$ cat config.mk
export PLATFORM = sky130hd
export DESIGN_NAME = rtue_cell
export DESIGN_NICKNAME = d
export VERILOG_FILES = /design/src/rtue_pkg.sv /design/src/rtue_cell.sv
export SDC_FILE = /design/constraint.sdc
export NUM_CORES = 1
export LEC_CHECK = 0
export BUFFER_PORTS_ARGS = -buffer_cell sky130_fd_sc_hd__buf_2
export CORE_MARGIN = 3
export CORE_UTILIZATION = 34
export CTS_CLUSTER_SIZE = 25
export DETAILED_ROUTE_END_ITERATION = 12
export PLACE_DENSITY = 0.67
export SETUP_SLACK_MARGIN = 0.1
export SYNTH_ARGS = -nofsm -noshare
export SYNTH_HDL_FRONTEND = slang
export SYNTH_SLANG_ARGS = --single-unit
$ cat constraint.sdc
create_clock -name clock -period 16.5 [get_ports clock]
set_clock_uncertainty 0.2 [all_clocks]
set_input_delay 2.475 -clock clock [delete_from_list [all_inputs] [get_ports clock]]
set_output_delay 2.475 -clock clock [all_outputs]
set_load 0.02 [all_outputs]
$ cat src/rtue_pkg.sv
// Shared types and codes for the route table update engine.
package rtue_pkg;

   localparam int RTUE_TABLE_ENTRIES = 32;
   localparam int RTUE_ADDR_BITS     = 48;
   localparam int ADDR_W             = 48;

   localparam logic [1:0] CMD_ADD    = 2'd0;
   localparam logic [1:0] CMD_REMOVE = 2'd1;
   localparam logic [1:0] CMD_LOOKUP = 2'd2;
   localparam logic [1:0] CMD_UNUSED = 2'd3;

   localparam logic [1:0] ST_OK       = 2'd0;
   localparam logic [1:0] ST_DISCARD  = 2'd1;
   localparam logic [1:0] ST_FULL     = 2'd2;
   localparam logic [1:0] ST_NOTFOUND = 2'd3;

   localparam logic [1:0] KIND_ADDED   = 2'd0;
   localparam logic [1:0] KIND_CHANGED = 2'd1;
   localparam logic [1:0] KIND_REMOVED = 2'd2;

   typedef struct packed {
      logic [1:0]        command;
      logic [ADDR_W-1:0] dest_addr;
      logic [ADDR_W-1:0] next_hop;
      logic [7:0]        hop_count;
      logic [7:0]        route_flags;
   } rtue_req_type;

   typedef struct packed {
      logic [1:0]        status;
      logic              update_valid;
      logic [1:0]        update_kind;
      logic [ADDR_W-1:0] out_target;
      logic [ADDR_W-1:0] out_hop;
      logic [7:0]        out_hops;
      logic [7:0]        out_flags;
   } rtue_rsp_type;

   // search token passed from cell to cell
   typedef struct packed {
      logic              live;
      logic              found;
      logic              free_seen;
      logic [ADDR_W-1:0] hop;
      logic [7:0]        hops;
      logic [7:0]        flags;
   } rtue_tok_type;

   typedef enum logic [1:0] {
      WOP_NONE   = 2'd0,
      WOP_ADD    = 2'd1,
      WOP_UPDATE = 2'd2,
      WOP_DELETE = 2'd3
   } rtue_wop_type;

   // write-back broadcast to all cells
   typedef struct packed {
      rtue_wop_type      op;
      logic [ADDR_W-1:0] hop;
      logic [7:0]        hops;
      logic [7:0]        flags;
   } rtue_wr_type;

endpackage

$ cat src/rtue_cell.sv
// One route table entry with its stage of the search chain.
module rtue_cell #(
   parameter int KEY_BITS = 48
) (
   input  logic                  clock,
   input  logic                  reset,
   input  logic [KEY_BITS-1:0]   key,
   input  rtue_pkg::rtue_tok_type tok_in,
   output rtue_pkg::rtue_tok_type tok_out,
   input  rtue_pkg::rtue_wr_type  wr
);
   import rtue_pkg::*;

   logic                valid_ff, valid_in;
   logic [KEY_BITS-1:0] target_ff, target_in;
   logic [KEY_BITS-1:0] hop_ff, hop_in;
   logic [7:0]          hops_ff, hops_in;
   logic [7:0]          flags_ff, flags_in;
   logic                hit_ff, hit_in;
   logic                free_ff, free_in;
   rtue_tok_type        tok_ff, tok_in_next;

   always_comb begin
      tok_in_next = tok_in;
      hit_in      = hit_ff;
      free_in     = free_ff;
      if (tok_in.live) begin
         hit_in  = valid_ff && (target_ff == key) && !tok_in.found;
         free_in = !valid_ff && !tok_in.free_seen;
         if (hit_in) begin
            tok_in_next.found = 1'b1;
            tok_in_next.hop   = ADDR_W'(hop_ff);
            tok_in_next.hops  = hops_ff;
            tok_in_next.flags = flags_ff;
         end
         if (free_in) begin
            tok_in_next.free_seen = 1'b1;
         end
      end
   end

   // write-back lands only in the cell marked by the last search
   always_comb begin
      valid_in  = valid_ff;
      target_in = target_ff;
      hop_in    = hop_ff;
      hops_in   = hops_ff;
      flags_in  = flags_ff;
      case (wr.op)
         WOP_ADD: begin
            if (free_ff) begin
               valid_in  = 1'b1;
               target_in = key;
               hop_in    = wr.hop[KEY_BITS-1:0];
               hops_in   = wr.hops;
               flags_in  = wr.flags;
            end
         end
         WOP_UPDATE: begin
            if (hit_ff) begin
               hop_in   = wr.hop[KEY_BITS-1:0];
               hops_in  = wr.hops;
               flags_in = wr.flags;
            end
         end
         WOP_DELETE: begin
            if (hit_ff) begin
               valid_in = 1'b0;
            end
         end
         default: begin
         end
      endcase
   end

   always_ff @(posedge clock) begin
      if (reset) begin
         valid_ff <= 1'b0;
         hit_ff   <= 1'b0;
         free_ff  <= 1'b0;
         tok_ff   <= '0;
      end else begin
         valid_ff <= valid_in;
         hit_ff   <= hit_in;
         free_ff  <= free_in;
         tok_ff   <= tok_in_next;
      end
   end

   always_ff @(posedge clock) begin
      target_ff <= target_in;
      hop_ff    <= hop_in;
      hops_ff   <= hops_in;
      flags_ff  <= flags_in;
   end

   assign tok_out = tok_ff;

endmodule

After elaboration in Yosys (flattened, before gate mapping)
Cells that the tools add are included.

Equal/unequal tests: 7. Muxes and demuxes: 16. Reduce and logical (&&, ||, !) cells: 11.

Operator list (count): $mux 48 (2); $pmux 48 s2 (1); $mux 66 (1); $mux 64 (1); $eq 48x48->1 (1); $mux 8 (4); $pmux 8 s2 (2); $ne 2x2->1 const B (3); $reduce_and 3->1 (2); $eq 2x2->1 const B (2); $mux 1 (4); $reduce_bool 2->1 (2); $logic_and 1x1->1 (3); $logic_not 1->1 (3); $eq 2x1->1 const B (1); $pmux 1 s2 (1); $reduce_and 2->1 (1).

Input port bits: 183. Flip-flop bits (word level): 182. Logic and storage cells: 47.

Depth between registers and ports, before layout
Depth in word-level cells: 5. Mapped depth: 8. Depth with buffers taken out: 6.

Worst setup path before layout
OpenSTA, ideal clock, no wires.

Path kind: input port to flip-flop. Start point: input port wr[64] (netlist name). End point: register flags_ff[0], enable pin. Cell stages on the path: 2. Buffers on the path: 0. Arrival: 7.055 ns. Path slack: 8.670 ns. Library setup time: 0.574 ns. Cell sequence: nand2_1 o21ai_0.

Longest elaborated chain between the ends: 3.

RTL lines: start: declaration (RTL line rtue_cell.sv:10) `input rtue_pkg::rtue_wr_type wr`; $eq 2x2->1 / $eq 2x1->1 (equally long branches) (RTL line rtue_cell.sv:49) `case (wr.op)`; $ne 2x2->1 (no source line) / $reduce_bool 2->1 (equally long branches); $reduce_and 3->1 (no source line) (*); end signal: assignment (RTL line rtue_cell.sv:94) `flags_ff <= flags_in;`; end: declaration (RTL line rtue_cell.sv:18) `logic [7:0] flags_ff, flags_in;`.

Mark *: on every way between the ends. The rest lies on a longest branch, timed or not. A chain may end at the register's enable or synchronous reset.

Final worst setup path
Start point: input port tok_in[65] (netlist name). End point: register tok_ff, in the netlist tok_out[38].

Longest elaborated chain between the ends: 4.

RTL lines: start: declaration (RTL line rtue_cell.sv:8) `input rtue_pkg::rtue_tok_type tok_in,`; $logic_not 1->1 (RTL line rtue_cell.sv:28) `hit_in = valid_ff && (target_ff == key) && !tok_in.found;`; $logic_and 1x1->1 (RTL line rtue_cell.sv:28); $mux 64 (RTL line rtue_cell.sv:30) `if (hit_in) begin`; $mux 66 (RTL line rtue_cell.sv:27) `if (tok_in.live) begin`; end signal: assignment (RTL line rtue_cell.sv:86) `tok_ff <= tok_in_next;`; end: declaration (RTL line rtue_cell.sv:21) `rtue_tok_type tok_ff, tok_in_next;`.

No other way between the ends.

==> impl_summary.md <==
CTS
The post-CTS setup buffer count is 0. For this design, the CTS-stage hold fixing added 0 buffers. The number of gates resized after CTS was 0. Clock-pin slew was measured on the worst setup and hold paths at 0.07 ns. The clock latency on the worst-skew pair is 0.41 ns. CTS placed an instance of sky130_fd_sc_hd__clkbuf_16 at the clock tree root. Counting every sink on the clock net gives 182. The clock passes through at most 2 buffers. The CTS tree is done.

The CTS H-tree depth is 4. The number of buffers inserted during clock tree synthesis is 17.

Placed design
The wire-length estimate of the detail-placed layout is 11.7 mm. The number of buffer cells added on primary ports is 249. The post-placement setup slack is 11.28 ns.

The weighted congestion reported at the end of routability-driven placement is 0.805. In this run the cell area measured after placement is 0.00816 sq mm. The instance count after placement with tap cells included is 990.

Layout
After the last flow step, the layout net total stands at 932. The top cell types in the final layout, fill and taps aside, are 249 x sky130_fd_sc_hd__buf_2, 112 x sky130_fd_sc_hd__edfxtp_1, 70 x sky130_fd_sc_hd__dfxtp_1, 69 x sky130_fd_sc_hd__nand4_1, 69 x sky130_fd_sc_hd__a21oi_1. The cell area after layout is 0.00874 sq mm. The number of non-filler instances in the completed layout is 1,024. Compared with the post-synthesis result, the final layout area differs by 29.3%. The share of layout cells above drive strength 1 is 0.386.

The most common library cell in the layout ignoring fill and taps is sky130_fd_sc_hd__buf_2.

Global routing
The number of global-route vias before repair is 5,149. The number of antenna violations at the first check in global routing is 3. The pin count of the biggest net entering global routing is 71.

For this run, the total global-route usage over all layers was measured as 0.160. The remaining global-route overflow is 0. The global-route wire length before repair is 27.2 mm.

STA
For the pin with the worst max-slew slack, the measured transition is 1.16 ns. The final worst-path setup slack is 11.76 ns. Setup violations remaining at the end of the flow were counted as 0. For the finished layout, the period the worst path requires is 4.74 ns. The relative max-transition margin is 0.227. The count of endpoints failing hold in the final timing report is 0.

The post-route setup TNS is 0 ns. The max-slew violation count is 0. Dividing the final minimum period by the clock period gives 0.287. Setup repair after global routing left no endpoint under its margin.

Derived from the worst setup path, the maximum achievable clock frequency is 211 MHz.

Synth
Of all cell types, the one taking the most synthesized area is sky130_fd_sc_hd__edfxtp_1. The mapped netlist covers 0.00676 sq mm. The share of the Yosys chip area taken by registers is 0.705.

The distinct cell type count after synthesis is 30. The cell count after synthesis came out at 517. The fraction of synthesized cell area taken by the top area cell type is 0.498. The net count of the mapped netlist is 700. Yosys attributes the largest share of cell area to sky130_fd_sc_hd__edfxtp_1 50%, sky130_fd_sc_hd__dfxtp_1 21%, sky130_fd_sc_hd__nand4_1 6.4%. The register bit count reported by yosys is 182.

In this run the mean area of a mapped cell was 13.1 sq um. The Yosys step of the flow raised 0 warnings.

Routing
The average wire per cell in the routed design is 17.0 um. The via count of the routed design is 4,979. The sum of routed wire length over all layers is 17.4 mm. Using the TritonRoute via totals, the vias-per-cell ratio works out to 4.86. In the detailed route, the total length drawn on met2 is 8.37 mm. The detailed router put a total of 7.55 mm of wire on met1.

The detail route stage leaves a number of antenna-violating nets equal to 0. For this block, the initial DRC count from the detailed router was 280. After detailed routing, the number of remaining DRC violations is 0. The highest layer used for signal routing is met5. In the detailed route, the total length drawn on met3 is 1.20 mm. The number of iterations in the first detailed-routing pass is 5.

Power and ir drop
In this run the static leakage power is 0.00335 uW. The worst-case IR drop observed on VDD is 0.0817 mV. The post-layout total power is 970 uW.

The power density over the cells is 111 mW/mm^2.

Worst hold path
The number of instances on the worst hold path is 2. The path category of the worst min-delay check is flip-flop to flip-flop. For hold timing, the worst endpoint is free_ff. The worst hold path begins at free_ff.

Worst setup path
Along the worst path, the maximum fanout reaches 65. The worst reg2reg path depth is 7. The worst register-to-register path begins at target_ff[47].

The worst endpoint data arrival time is 4.80 ns. The worst endpoint required time is 16.56 ns. The cell class contributing the biggest share of worst-path delay is buffers and inverters. The endpoint identified for the worst register-to-register timing path is tok_out[1]. Walking the worst path, the cells encountered are buf_2, inv_2, nand2_2, buf_4, o21ai_0, a21oi_1. The worst setup path category is primary input to flip-flop.

The setup slack of the most critical reg-to-reg path is 13.55 ns. The slowest stage of the critical path belongs to the cell sky130_fd_sc_hd__inv_2. The launching element type of the critical path is a primary input. The stage delay of the slowest cell on the critical path is 0.82 ns. The sort of element at the end of the critical path is a flip-flop. Counting both buffers and inverters, the worst setup path holds a total of 3.

Die
The number of primary I/O pins is 250. The core region area is 0.0191 sq mm. The vertical die dimension is 147 um.

The floorplan die area is 0.0216 sq mm. The floorplan step set the die width to 147 um. The initialized floorplan defines 50 standard-cell rows.

The effective utilization at floorplan is 0.353.

Run status
The flow ran to the end, and the final reports show no timing, DRC or antenna violations.

Flow run
Max-cap violations in this run came to 0.
==> cells by family after synthesis <==
logic type,synth area share
buffers and inverters,0.0435
AOI/OAI and AO/OA,0.109
and+or+nand+nor,0.0909
DFF,0.705
xor gates and xnor gates,0.0518
==> metal layers <==
| metal | track usage | vias to the layer above |
|---|---|---|
| li1 | - | 2419 |
| met1 | 0.208 | 2329 |
| met2 | 0.262 | 212 |
| met3 | 0.0413 | 17 |
| met4 | 0.0517 | 2 |
| met5 | 0 | - |
==> synthesized netlist by cell type (all sizes together) <==
cell type	number
and4	1
nor2	9
dfxtp	70
nor4	6
nand2b	3
clkbuf	21
nand3b	1
xor2	16
xnor2	24
o21ai	65
a222oi	1
o2111ai	2
nor3	2
inv	10
o221ai	2
nor2b	4
nand4	69
edfxtp	112
a2111o	1
a21oi	69
buf	22
nand4b	1
nand3	1
a2bb2oi	1
nand2	4
==> tightest hold or removal path: stages, from the launching register on <==
cell	delay (ns)
sky130_fd_sc_hd__dfxtp_1	0.33
sky130_fd_sc_hd__a21oi_1	0.06
sky130_fd_sc_hd__nor2_1	0.07
==> stage by stage <==
stage | hold WS (ns) | util
2_1_floorplan | 0.257 | -
3_3_place_gp | 0.279 | 0.426
4_1_cts | 0.307 | 0.456
6_report | 0.305 | 0.457
3_5_place_dp | 0.290 | 0.426
5_1_grt | 0.362 | 0.457
==> worst max path at each step <==
stage / from / end / slack, ns / cells past startpoint
after global routing: tok_in[65] / tok_out[45] / 11.44 / 6
after CTS: tok_in[65] / tok_out[38] / 11.71 / 6
after detailed placement: tok_in[65] / tok_out[41] / 11.28 / 6
after floorplan: wr[64] / flags_ff[0] / 8.67 / 2
final: tok_in[65] / tok_out[38] / 11.76 / 6
after global placement: tok_in[65] / tok_out[36] / 11.26 / 6
==> final cells by class <==
type                    count  area (sq um)
well taps                 260           325
repair buffers            256          1300
clock buffers              17           425
diodes                      2          5.00
flip-flops and latches    182          4760
clock inverters            15           153
fillers                  1796         10400
multi-input cells         282          1730
inverters                  10          37.5
==> registers in the layout, indices dropped and copies added (netlist names) <==
register	cells
hit_ff	1
flags_ff	8
hop_ff	48
tok_out	67
target_ff	48
hops_ff	8
free_ff	1
valid_ff	1
==> power breakdown <==
group | switching [uW] | leakage, uW | internal (uW)
sequential | 3.81 | 0.00160 | 496
combinational | 41.5 | 0.00147 | 30.7
clock | 174 | 0.000281 | 224
Power figures use the tool's default switching activity.
